File: src/design/ascii_coordinate_frame_parser_top_macros.svh
// Assertion macros shared by the coordinate frame parser RTL.
`ifndef ASCII_COORDINATE_FRAME_PARSER_TOP_MACROS_SVH
`define ASCII_COORDINATE_FRAME_PARSER_TOP_MACROS_SVH

`ifndef SYNTHESIS
`define ACFP_ASSERT_SAME(label, clk, rst, ante, cons) \
  label: assert property (@(posedge clk) disable iff (rst) (ante) |-> (cons)) \
    else $error("acfp assertion failed");
`define ACFP_ASSERT_NEXT(label, clk, rst, ante, cons) \
  label: assert property (@(posedge clk) disable iff (rst) (ante) |=> (cons)) \
    else $error("acfp assertion failed");
`else
`define ACFP_ASSERT_SAME(label, clk, rst, ante, cons)
`define ACFP_ASSERT_NEXT(label, clk, rst, ante, cons)
`endif

`endif

File: src/design/acfp_pkg.sv
// Types, frame symbols, position codes and digit arithmetic for the frame parser.
package acfp_pkg;

  typedef logic [7:0]         byte_t;
  typedef logic signed [15:0] coord_t;
  typedef logic [3:0]         pos_t;

  typedef struct packed {
    logic   emit;
    coord_t x;
    coord_t y;
  } frame_result_t;

  localparam byte_t SYM_START = 8'd35;
  localparam byte_t SYM_SEP   = 8'd42;
  localparam byte_t SYM_END   = 8'd38;

  localparam coord_t DIGIT_BIAS      = 16'sd48;
  localparam coord_t WEIGHT_HUNDREDS = 16'sd100;
  localparam coord_t WEIGHT_TENS     = 16'sd10;

  localparam int NUM_DIGITS = 6;

  localparam pos_t POS_IDLE   = 4'd0;
  localparam pos_t POS_START  = 4'd1;
  localparam pos_t POS_DIGIT0 = 4'd2;
  localparam pos_t POS_DIGIT5 = 4'd7;
  localparam pos_t POS_SEP2   = 4'd8;
  localparam pos_t POS_END    = 4'd9;

  function automatic coord_t digit_value(byte_t b);
    coord_t v;
    v = coord_t'({{8{b[7]}}, b}) - DIGIT_BIAS;
    return v;
  endfunction

  function automatic coord_t combine(byte_t h, byte_t t, byte_t u);
    coord_t sum;
    sum = digit_value(h) * WEIGHT_HUNDREDS + digit_value(t) * WEIGHT_TENS
        + digit_value(u);
    return sum;
  endfunction

endpackage

File: src/design/acfp_frame_fsm.sv
// Frame position tracker, digit registers and coordinate combine.
`include "ascii_coordinate_frame_parser_top_macros.svh"

module acfp_frame_fsm (
  input  logic                  clk,
  input  logic                  rst,
  input  logic                  accept,
  input  acfp_pkg::byte_t       rx_byte,
  output acfp_pkg::frame_result_t res,
  output logic                  at_end
);
  import acfp_pkg::*;

  pos_t  pos;
  pos_t  pos_next;
  byte_t digits [NUM_DIGITS];

  always_comb begin
    pos_next = POS_IDLE;
    unique case (pos) inside
      POS_IDLE:  pos_next = (rx_byte == SYM_START) ? POS_START : POS_IDLE;
      POS_START: pos_next = (rx_byte == SYM_SEP) ? POS_DIGIT0 : POS_IDLE;
      [POS_DIGIT0:POS_DIGIT5]: pos_next = pos + 4'd1;
      POS_SEP2:  pos_next = (rx_byte == SYM_SEP) ? POS_END : POS_IDLE;
      default:   pos_next = POS_IDLE;
    endcase
    // '&' anywhere drops the frame (or closes it at the last position)
    if (rx_byte == SYM_END) begin
      pos_next = POS_IDLE;
    end
  end

  always_ff @(posedge clk) begin
    if (rst) begin
      pos <= POS_IDLE;
    end else if (accept) begin
      pos <= pos_next;
    end
  end

  // each digit register is loaded only at its own frame position
  always_ff @(posedge clk) begin
    for (int i = 0; i < NUM_DIGITS; i++) begin
      if (accept && pos == POS_DIGIT0 + pos_t'(i)) begin
        digits[i] <= rx_byte;
      end
    end
  end

  assign at_end   = (pos == POS_END);
  assign res.emit = accept && at_end && (rx_byte == SYM_END);
  assign res.x    = combine(digits[0], digits[1], digits[2]);
  assign res.y    = combine(digits[3], digits[4], digits[5]);

  `ACFP_ASSERT_NEXT(a_end_byte_idles, clk, rst, accept && rx_byte == SYM_END, pos == POS_IDLE)
  `ACFP_ASSERT_NEXT(a_last_pos_idles, clk, rst, accept && at_end, pos == POS_IDLE)
  `ACFP_ASSERT_SAME(a_pos_in_range, clk, rst, 1'b1, pos <= POS_END && pos <= POS_DIGIT5 + 4'd2)

endmodule

File: src/design/ascii_coordinate_frame_parser_top.sv
// A result beat is registered into the result queue as the closing '&' beat is taken.
// Throughput: one byte per cycle; input stalls only while two result beats are
// queued and the frame sits at its closing position (set by the 2-entry result queue).
// Reset (rst, synchronous): frame position returns to waiting for '#', queue empties;
// digit registers are not reset and are always written before a frame can complete.
`include "ascii_coordinate_frame_parser_top_macros.svh"

module ascii_coordinate_frame_parser_top (
  input  logic                 clk,
  input  logic                 rst,
  input  logic                 in_valid,
  output logic                 in_stall,
  input  acfp_pkg::byte_t      rx_byte,
  output logic                 out_valid,
  input  logic                 out_stall,
  output acfp_pkg::coord_t     x_coord,
  output acfp_pkg::coord_t     y_coord
);
  import acfp_pkg::*;

  frame_result_t res;
  logic          at_end;
  logic          accept;
  logic          push;
  logic          pop;
  logic [1:0]    count;
  coord_t        skid_x;
  coord_t        skid_y;

  // queue full only matters when the next beat might close a frame
  assign in_stall = (count == 2'd2) && at_end;
  assign accept   = in_valid && !in_stall;

  acfp_frame_fsm u_fsm (
    .clk     (clk),
    .rst     (rst),
    .accept  (accept),
    .rx_byte (rx_byte),
    .res     (res),
    .at_end  (at_end)
  );

  assign push      = res.emit;
  assign out_valid = (count != 2'd0);
  assign pop       = out_valid && !out_stall;

  always_ff @(posedge clk) begin
    if (rst) begin
      count <= 2'd0;
    end else begin
      count <= count + {1'b0, push} - {1'b0, pop};
    end
  end

  // head slot drives the ports, second slot catches a beat behind a stalled head
  always_ff @(posedge clk) begin
    case (count)
      2'd0: begin
        if (push) begin
          x_coord <= res.x;
          y_coord <= res.y;
        end
      end
      2'd1: begin
        if (push && pop) begin
          x_coord <= res.x;
          y_coord <= res.y;
        end else if (push) begin
          skid_x <= res.x;
          skid_y <= res.y;
        end
      end
      default: begin
        if (pop) begin
          x_coord <= skid_x;
          y_coord <= skid_y;
        end
      end
    endcase
  end

  `ACFP_ASSERT_SAME(a_no_overflow, clk, rst, push, count != 2'd2)
  `ACFP_ASSERT_SAME(a_count_bound, clk, rst, 1'b1, count != 2'd3)
  `ACFP_ASSERT_NEXT(a_drain_empty, clk, rst, pop && count == 2'd1 && !push, !out_valid)

endmodule

File: config.mk
export PLATFORM = sky130hd
export DESIGN_NAME = ascii_coordinate_frame_parser_top
export DESIGN_NICKNAME = d
export VERILOG_FILES = /design/src/design/acfp_pkg.sv /design/src/design/acfp_frame_fsm.sv /design/src/design/ascii_coordinate_frame_parser_top.sv
export VERILOG_INCLUDE_DIRS = /design/src /design/src/design
export SDC_FILE = /design/constraint.sdc
export NUM_CORES = 1
export LEC_CHECK = 0
export BUFFER_PORTS_ARGS = -buffer_cell sky130_fd_sc_hd__buf_2
export CAP_MARGIN = 0
export CORE_ASPECT_RATIO = 1.25
export CORE_UTILIZATION = 45
export DETAILED_ROUTE_END_ITERATION = 7
export PLACE_DENSITY_LB_ADDON = 0.05
export SYNTH_ARGS = -nofsm -noshare
export SYNTH_HDL_FRONTEND = slang
export SYNTH_SLANG_ARGS = --single-unit
File: constraint.sdc
create_clock -name clk -period 6.3 [get_ports clk]
set_clock_uncertainty 0.2 [all_clocks]
set_input_delay 0.315 -clock clk [delete_from_list [all_inputs] [get_ports clk]]
set_output_delay 0.315 -clock clk [all_outputs]
set_load 0.02 [all_outputs]
# After elaboration in Yosys (flattened, before gate mapping)

Memories as Yosys holds them, arrays and structs flattened.
Index checks and enable logic that the tools add are counted.

$mul: 4
$lt $le $gt $ge: 2
Multiplexer cells: 40
Add/sub/neg operators: 13
Bitwise gates (word level): 1
Equality and inequality tests: 16
Reduce and logical (&&, ||, !) cells: 26

Operators with widths:

| cell                                                                                 | number |
|---|---|
| 16-bit two-way mux                                                                   | 6 |
| 16-bit adder                                                                         | 4 |
| 16-bit one-hot mux with 2 select lines                                               | 2 |
| 8-bit by 7-bit subtractor with 9-bit output (second input constant)                  | 6 |
| 8-bit two-way mux                                                                    | 5 |
| 8-bit OR reduction                                                                   | 5 |
| 16-bit by 4-bit multiplier with 15-bit output (second input constant)                | 2 |
| 16-bit by 6-bit multiplier with 14-bit output (second input constant)                | 2 |
| 8-bit by 6-bit equality test with 1-bit output (second input constant)               | 3 |
| 1-bit two-way mux                                                                    | 18 |
| 4-bit by 3-bit equality test with 1-bit output (second input constant)               | 4 |
| 4-bit one-hot mux with 4 select lines                                                | 1 |
| 3-bit two-way mux                                                                    | 5 |
| 1-bit logical AND                                                                    | 13 |
| 4-bit by 2-bit equality test with 1-bit output (second input constant)               | 2 |
| 4-bit equality test (second input constant)                                          | 2 |
| 4-bit two-way mux                                                                    | 2 |
| 3-bit AND reduction                                                                  | 2 |
| 4-bit by 1-bit adder with 4-bit output (second input constant)                       | 1 |
| 4-bit by 1-bit equality test with 1-bit output (second input constant)               | 1 |
| 4-bit by 2-bit greater-or-equal comparator with 1-bit output (second input constant) | 1 |
| 4-bit by 3-bit less-or-equal comparator with 1-bit output (second input constant)    | 1 |
| 4-bit logical NOT                                                                    | 1 |
| 2-bit inequality test (second input constant)                                        | 2 |
| other kinds (10)                                                                     | 11 |

Output and inout port bits: 34
Memories kept: 1
Register bits: 70
Bits in writable memories: 48

Memories:

| name         | words | width | rd ports | clocked after memory_dff | write ports | RTL line             | source |
|---|---|---|---|---|---|---|---|
| u_fsm.digits | 6     | 8     | 6        | 0                        | 1           | acfp_frame_fsm.sv:16 | `byte_t digits [NUM_DIGITS];` |

# Logic depth before layout (Yosys ltp)

Gate-level depths: netlist of run 1.

Depth after elaboration: 13
Depth in mapped cells: 22

# Cells and area by module

Synthesis of run 1 repeated with hierarchy kept, for this count alone.

Cell total of the unflattened synthesis: 768
Area total of the unflattened synthesis: 9138.8 sq um

Modules (own cells, without submodules):

| module                            | times used | area an instance (sq um) | cells an instance |
|---|---|---|---|
| acfp_frame_fsm                    | 1          | 6613.8                   | 650 |
| ascii_coordinate_frame_parser_top | 1          | 2524.9                   | 118 |

# Worst setup path before layout of run 1

Ideal clock, no wire load.

Path type: reg2reg
Start point: memory u_fsm.digits[3][4] in the netlist's numbering
End point: register y_coord[15] (data pin)
Clock period less this slack: 5.111 ns
Setup time: 0.261 ns
Data arrival time: 4.650 ns
Slack: 1.189 ns
Buffers on the path: 0
Stages on the path, launching flop included: 20
Cell sequence: edfxtp_1 -> ha_1 -> xor2_1 -> inv_1 -> ha_1 -> ha_1 -> xor2_1 -> ha_1 -> ha_1 -> a21oi_1 -> xnor2_1 -> fa_1 -> ha_1 -> a21o_1 -> a31o_2 -> a31oi_1 -> a21oi_1 -> nand3_1 -> a21oi_1 -> a311o_1

RTL lines:

| item                   | RTL line                                | source |
|---|---|---|
| start: declaration     | acfp_frame_fsm.sv:16                    |  |
| end signal: assignment | ascii_coordinate_frame_parser_top.sv:61 | `y_coord <= res.y;` |
| end signal: assignment | ascii_coordinate_frame_parser_top.sv:67 | `y_coord <= res.y;` |
| end signal: assignment | ascii_coordinate_frame_parser_top.sv:76 | `y_coord <= skid_y;` |
| end: declaration       | ascii_coordinate_frame_parser_top.sv:17 | `output acfp_pkg::coord_t y_coord` |

==> results of run 1 <==
==> synthesized netlist by cell type, types with 2 or more instances <==
cell and count:
a211oi_1 4, and3b_1 2, or3_1 2, nand2_1 48, edfxtp_1 112, and3_1 6, o21bai_1 7, a21oi_1 40
clkbuf_1 8, o21a_1 9, mux2_1 6, inv_2 2, nor4_1 2, nand3_1 8, dfxtp_1 6, o21ai_1 24
o211ai_1 2, a21boi_1 6, nor2b_1 11, xor2_1 20, fa_1 39, a31oi_1 2, nor3_1 12, ha_1 125
and2_1 8, nand2b_1 7, a21o_1 16, nor4b_1 4, o22ai_1 4, o21bai_2 3, xnor2_1 51, inv_1 100
nor2_1 31, o2111ai_1 4, o21ai_0 9, mux2_2 13, a211o_1 2, nand4_1 2
==> layout make-up <==
class / count / area, um^2 / area share, %
Clock buffer: 19 / 433 / 4.32
Clock inverter: 13 / 180 / 1.80
Inverter: 102 / 383 / 3.82
Multi-Input combinational cell: 558 / 4970 / 49.5
Sequential cell: 118 / 3480 / 34.7
Tap cell: 265 / 332 / 3.31
Timing Repair Buffer: 48 / 250 / 2.50
==> worst max-delay path, stage by stage, from the launching register on <==
cell and delay, ns:
edfxtp_1 0.45, ha_1 0.27, xor2_1 0.27, inv_1 0.12, ha_1 0.29, ha_1 0.32, xor2_1 0.17, ha_1 0.31
ha_1 0.35, a21oi_1 0.23, xnor2_1 0.18, fa_1 0.45, ha_1 0.38, a21o_1 0.19, a31o_2 0.21, a31oi_1 0.26
a21oi_1 0.15, nand3_1 0.14, a21oi_1 0.08, a311o_1 0.32
==> through the flow <==
| step | area, um^2 | setup slack (ns) | power (uW) | util, % |
|---|---|---|---|---|
| global placement | 9400 | 0.924 | 1070 | 48.7 |
| CTS | 10000 | 0.717 | 2080 | 51.9 |
| floorplan | 8850 | 1.19 | 1010 | - |
| global route | 10000 | 0.444 | 2120 | 51.9 |
| finish | 10000 | 0.728 | 2050 | 51.9 |
| detailed placement | 9400 | 0.736 | 1070 | 48.7 |
==> logic make-up after synthesis <==
group                      after synthesis
AOI/OAI and AO/OA                      149
xor gates and xnor gates                71
adders and majority gates              164
buffers and inverters                  111
DFF                                    118
muxes                                   20
and+or+nand+nor                        154
==> layout by cell type, fill, tap and decap left out, types with 12 or more instances in the layout <==
cell / n
o21ai_1: 24
nor2_1: 31
nor3_1: 12
fa_1: 39
a21oi_1: 39
clkbuf_16: 17
mux2_2: 13
buf_2: 45
xor2_1: 20
a21o_1: 16
nand2_1: 48
inv_1: 100
edfxtp_1: 112
xnor2_1: 51
ha_1: 125
==> sequential cells by signal, summed over array words and instances, names as in the netlist <==
name / count
count: 2
y_coord: 16
u_fsm.digits: 48
u_fsm.pos: 4
x_coord: 16
skid_y: 16
skid_x: 16
==> routing by layer <==
layer	part of all wire (%)	global-route usage, %	wire (um)
met1	41	22.1	7530
met4	1.8	6.49	321
met2	55	35.9	10100
met3	1.6	3.10	284
met5	0	0	0
==> timing repair <==
| item | 4_1_cts | 5_1_grt |
|---|---|---|
| buffers inserted | 0 | 0 |
| hold buffers | 1 | 0 |
| endpoints found under the hold margin | 6 | 0 |
| setup endpoints to repair | 0 | 0 |
==> power groups by stage <==
stage / combinational [uW] / sequential [uW] / clock, uW
after floorplan: 69.4 / 941 / 0
after global placement: 155 / 912 / 0
after detailed placement: 158 / 912 / 0
after CTS: 159 / 896 / 1020
after global routing: 167 / 898 / 1060
final: 156 / 896 / 1000
==> worst paths after layout <==
path                 startpoint                 end  cells after the start
max          u_fsm.digits[3][4]         y_coord[15]                     19
min                  rx_byte[1]  u_fsm.digits[0][1]                      1
max reg2reg  u_fsm.digits[3][4]         y_coord[15]                     19
min reg2reg  u_fsm.digits[5][0]           skid_y[0]                      0
==> reports/metrics.yaml, run 1 <==
drtAntennaViolNets: 0
grt_max_degree: 33
dr.pass1.iters: 4
power_density_mw_per_mm2: 205
synth_seq_area_share_pct: 39.3
start_util_pct: 45.8
synth_flop_cell: "edfxtp_1"
cts.repair.resized: 0
cts_buffer_depth: 2
synth.distinct_cells: 68
synth_xor_area_share_pct: 7.02
synth-compound-area-share_pct: 11.1
clk_pin_slew_worst_paths_ns: 0.06
area_delta_synth_final_pct: 13.2
cts_root_buf: "clkbuf_16"
placedCellCount: 1090
port_buffers: 45
vias: 5785
synth_warnings: 0
synth_top_cell_area_share_pct: 38.0
synth_area_leaders: "edfxtp_1 38%, ha_1 18%, fa_1 8.8%, xnor2_1 5.0%, inv_1 4.2%"
grt_pass1_vias: 6140
synth_edf_count: 112
drv_slew: 0
cp-start-kind: "register"
drt-initial-drc-count: 202
cts_tree: "built"
overflow: 0
p_int_uw: 1600
drt-wirelength-per-cell_um: 16.2
critPathKind: "reg2reg"
netlist_area_mm2: 0.00885
antenna_found_initial: 0
htree_levels: 4
async_flop_share_pct: 0
dieArea_mm2: 0.0202
seq_power_share_pct: 43.6
wirelength_um: 18200
nets: 1021
status: "finished, final reports clean"
avgSynthCellArea_um2: 11.3
power.share.clock_pct: 48.8
p_sw_share_pct: 22.2
cts.sinks: 118
hold_viol: 0
crit_fanout: 5
cts_buffers: 17
syn_inst: 787
dpl.hpwl_um: 14300
tightest_slew_ns: 1.19
insertion_delay_ns: 0.41
gp_congestion: 0.837
synth_top_family_by_area: "adder cells"
timing.final.crit_share_pct: 88.4
fin_setup_tns_ns: 0
min_path_type: "in2reg"
fp.dieW_um: 127
final_layout_size_suffix_gt1_share_pct: 11.8
min_period_ns: 5.57
die_y_um: 159
synth-seq-cells: 118
via_per_inst: 5.15
slew_headroom_pct: 20.6
crit_path_end_kind: "register"
fillers: 1760
required_ns: 6.26
arrival_ns: 5.53
irDropWorstVdd_mv: 0.164
synthMuxAreaShare_pct: 2.59
synth_nets: 963
setup_viol: 0
grt_setup_unrepaired: "no"
yosysTopAreaCell: "edfxtp_1"
final_cells: 1123
grt_usage_pct: 19.3
num_rows: 57
ios: 46
timing.hold.ws_ns: 0.0418
p_sw_uw: 455
drc: 0
fmax_mhz: 179
core_area_mm2: 0.0193
grt_pass1_wl_um: 30200
p_comb_share_pct: 7.6
leakage_uw: 0.00434
diodes: 0
synthSimpleGateAreaFrac_pct: 8.79
synth_adder_area_share_pct: 26.5
regToRegSetupSlack_ns: 0.73
max_cap_viol_count: 0
No activity file was read; power rests on OpenSTA's default activity.
==> run 2, diff against run 1 <==
ABC_AREA = 1   (was unset)
==> run 2 against run 1 <==
Clock-buffer cell count fell by 2; via count rose by 6.7%; sequential share of layout area fell by 0.94 points; critical path depth rose by 7; setup slack improved by 0.36 ns; final cell count rose by 16%; hold slack got worse by 0.013 ns; flip-flop and latch count did not move; routed wire length fell by 7.8%; core utilization rose by 0.48 points.
==> reports/metrics.yaml, run 2 <==
dpl.hpwl_um: 13500  # was 14300 um
drt-wirelength-per-cell_um: 12.9  # was 16.2 um
fmax_mhz: 192  # was 179 MHz
cts_root_buf: "clkbuf_16"  # unchanged
min_period_ns: 5.22  # was 5.57 ns
final_cell_area_mm2: 0.0103  # was 0.0100 mm^2
grt_max_degree: 38  # was 33
start_util_pct: 46.5  # was 45.8%
vias: 6175  # was 5785
grt_pass1_vias: 6204  # was 6140
top_register: "u_fsm.digits"  # unchanged
crit_path_max_incr_delay_ns: 0.52  # was 0.45 ns
slew_headroom_pct: 66.3  # was 20.6%
max_cap_viol_count: 0  # unchanged
overflow: 0  # unchanged
setup_viol: 0  # unchanged
dieArea_mm2: 0.0209  # was 0.0202 mm^2
p_sw_share_pct: 22.4  # was 22.2%
irDropWorstVdd_mv: 0.173  # was 0.164 mV
cts_buffers: 17  # unchanged
ios: 46  # unchanged
hold_viol: 0  # unchanged
synth.distinct_cells: 46  # was 68
cp_common_cell: "inv_1"  # was ha_1
fillers: 1848  # was 1760
status: "finished, final reports clean"  # unchanged
syn_inst: 962  # was 787
final_layout_size_suffix_gt1_share_pct: 11.7  # was 11.8%
synth_edf_count: 112  # unchanged
synth_common_cells: "215 x nand2_1, 162 x inv_1, 125 x ha_1"  # was 125 x ha_1, 112 x edfxtp_1, 100 x inv_1
synth_most_common_cell: "nand2_1"  # was ha_1
num_rows: 57  # unchanged
arrival_ns: 5.18  # was 5.53 ns
timing.final.crit_share_pct: 82.8  # was 88.4%
antenna_found_initial: 0  # unchanged
p_comb_share_pct: 5.8  # was 7.6%
synth_warnings: 0  # unchanged
cts_tree: "built"  # unchanged
core_area_mm2: 0.0197  # was 0.0193 mm^2
cts.sinks: 118  # unchanged
via_per_inst: 4.75  # was 5.15
placedCellCount: 1269  # was 1090
grt_pass1_wl_um: 28800  # was 30200 um
p_total_uw: 1920  # was 2050 uW
gp_congestion: 0.868  # was 0.837
cts_buffer_depth: 2  # unchanged
crit_fanout: 4  # was 5
crit_path_end_kind: "register"  # unchanged
cp.buffers_inverters: 7  # was 1
min_path_type: "in2reg"  # unchanged
htree_levels: 4  # unchanged
port_buffers: 45  # unchanged
drv_slew: 0  # unchanged
die_y_um: 161  # was 159 um
pre_cts_ws_ns: 1.08  # was 0.736 ns
cp-start-kind: "register"  # unchanged
clk_pin_slew_worst_paths_ns: 0.06  # about the same
synth-seq-cells: 118  # unchanged
netlist_area_mm2: 0.00916  # was 0.00885 mm^2
crit_slowest_cell: "fa_1"  # was edfxtp_1
synth_top_cell_area_share_pct: 36.7  # was 38.0%
yosysTopAreaCell: "edfxtp_1"  # unchanged
diodes: 0  # unchanged
p_sw_uw: 431  # was 455 uW
layout_common_cells: "215 x nand2_1, 162 x inv_1, 125 x ha_1, 112 x edfxtp_1, 46 x nand3_1"  # was 125 x ha_1, 112 x edfxtp_1, 100 x inv_1, 51 x xnor2_1, 48 x nand2_1
drt-initial-drc-count: 273  # was 202
synth_seq_area_share_pct: 38.0  # was 39.3%
p_int_uw: 1490  # was 1600 uW
fp.dieW_um: 130  # was 127 um
avgSynthCellArea_um2: 9.52  # was 11.3 um^2
insertion_delay_ns: 0.41  # about the same
area_delta_synth_final_pct: 12.6  # was 13.2%
power_density_mw_per_mm2: 187  # was 205 mW/mm^2
synth_nets: 1138  # was 963
critPathKind: "reg2reg"  # unchanged
tightest_slew_ns: 0.505  # was 1.19 ns
setup_slack_ns: 1.08  # was 0.728 ns
grt_usage_pct: 17.7  # was 19.3%
nets: 1200  # was 1021
largest_reg_flops: 48  # unchanged
drc: 0  # unchanged
final_cells: 1301  # was 1123
synth_flop_cell: "edfxtp_1"  # unchanged
synth_area_leaders: "edfxtp_1 37%, ha_1 17%, nand2_1 8.8%, fa_1 8.5%, inv_1 6.6%"  # was edfxtp_1 38%, ha_1 18%, fa_1 8.8%, xnor2_1 5.0%, inv_1 4.2%
required_ns: 6.27  # was 6.26 ns
wirelength_um: 16800  # was 18200 um
path_delay_family: "adder cells"  # unchanged
drtAntennaViolNets: 0  # unchanged
fin_setup_tns_ns: 0  # unchanged
dpl_cell_area_mm2: 0.00972  # was 0.00940 mm^2
grt_setup_unrepaired: "no"  # unchanged
leakage_uw: 0.00489  # was 0.00434 uW
dr.pass1.iters: 4  # unchanged
final_common_cell: "nand2_1"  # was ha_1
power.share.clock_pct: 48.3  # was 48.8%
async_flop_share_pct: 0  # unchanged
ff2ff_path_depth: 26  # was 19
cp_num_cells: 26  # was 19
cts.repair.resized: 0  # unchanged
seq_power_share_pct: 45.9  # was 43.6%
min_path_cells: 1  # unchanged
[run 2: cell types whose count changed in the layout (fill, tap and decap cells not counted), moves of 11 or more]
cell	change
xor2_1	+15
o21ai_1	-22
xnor2_1	-25
mux2_2	-13
nor2_1	+14
nor2b_1	-11
nand2_1	+167
nand3_1	+38
inv_1	+62
[run 2: per-stage QoR]
stage / utilization, % / hold slack (ns)
2_1_floorplan: - / 0.184
3_3_place_gp: 49.4 / 0.233
3_5_place_dp: 49.4 / 0.232
4_1_cts: 52.4 / 0.00821
5_1_grt: 52.4 / 0.0144
6_report: 52.4 / 0.0287
[run 2: timing repair]
action	4_1_cts	5_1_grt
hold endpoints to repair	3	0
endpoints found under the setup margin	0	0
hold buffers	1	0
buffers inserted	0	0
[run 2: worst paths after layout]
kind,from,to,slack (ns)
max,u_fsm.digits[3][4],skid_y[15],1.08
min,rx_byte[6],u_fsm.digits[3][6],0.03
min reg2reg,u_fsm.digits[2][0],skid_x[0],0.25
max reg2reg,u_fsm.digits[3][4],skid_y[15],1.08
[run 2: final cells by class]
class	instances	area, um^2	share of cell area (%)
timing repair buffer	50	265	2.57
tap	265	332	3.22
sequential	118	3480	33.8
inverter	166	623	6.05
multi-input combinational	671	5030	48.8
clock inverter	14	151	1.47
clock buffer	17	425	4.13
[run 2: kinds of logic (layout without fill, tap and decap cells)]
| family | after synthesis | in the layout | share of synthesized area, % |
|---|---|---|---|
| compound gates | 93 | 93 | 6.38 |
| xor+xnor | 62 | 62 | 6.01 |
| fa+ha+maj | 164 | 164 | 25.6 |
| buf+inv | 173 | 247 | 7.13 |
| flops | 118 | 118 | 38.0 |
| simple gates | 352 | 352 | 16.8 |
[run 2: power groups by stage]
stage / combinational [uW] / clock (uW) / sequential [uW]
final: 111 / 929 / 883
after global routing: 127 / 980 / 884
after CTS: 114 / 951 / 883
after detailed placement: 113 / 0 / 899
after global placement: 112 / 0 / 899
after floorplan: 51.4 / 0 / 920
[run 2: metal layers]
layer / GRT usage (%) / vias up / wire, um
li1: - / 3288 / -
met1: 24.5 / 2792 / 8390
met2: 28.3 / 86 / 7630
met3: 3.25 / 9 / 656
met4: 4.92 / 0 / 129
met5: 0 / - / 0
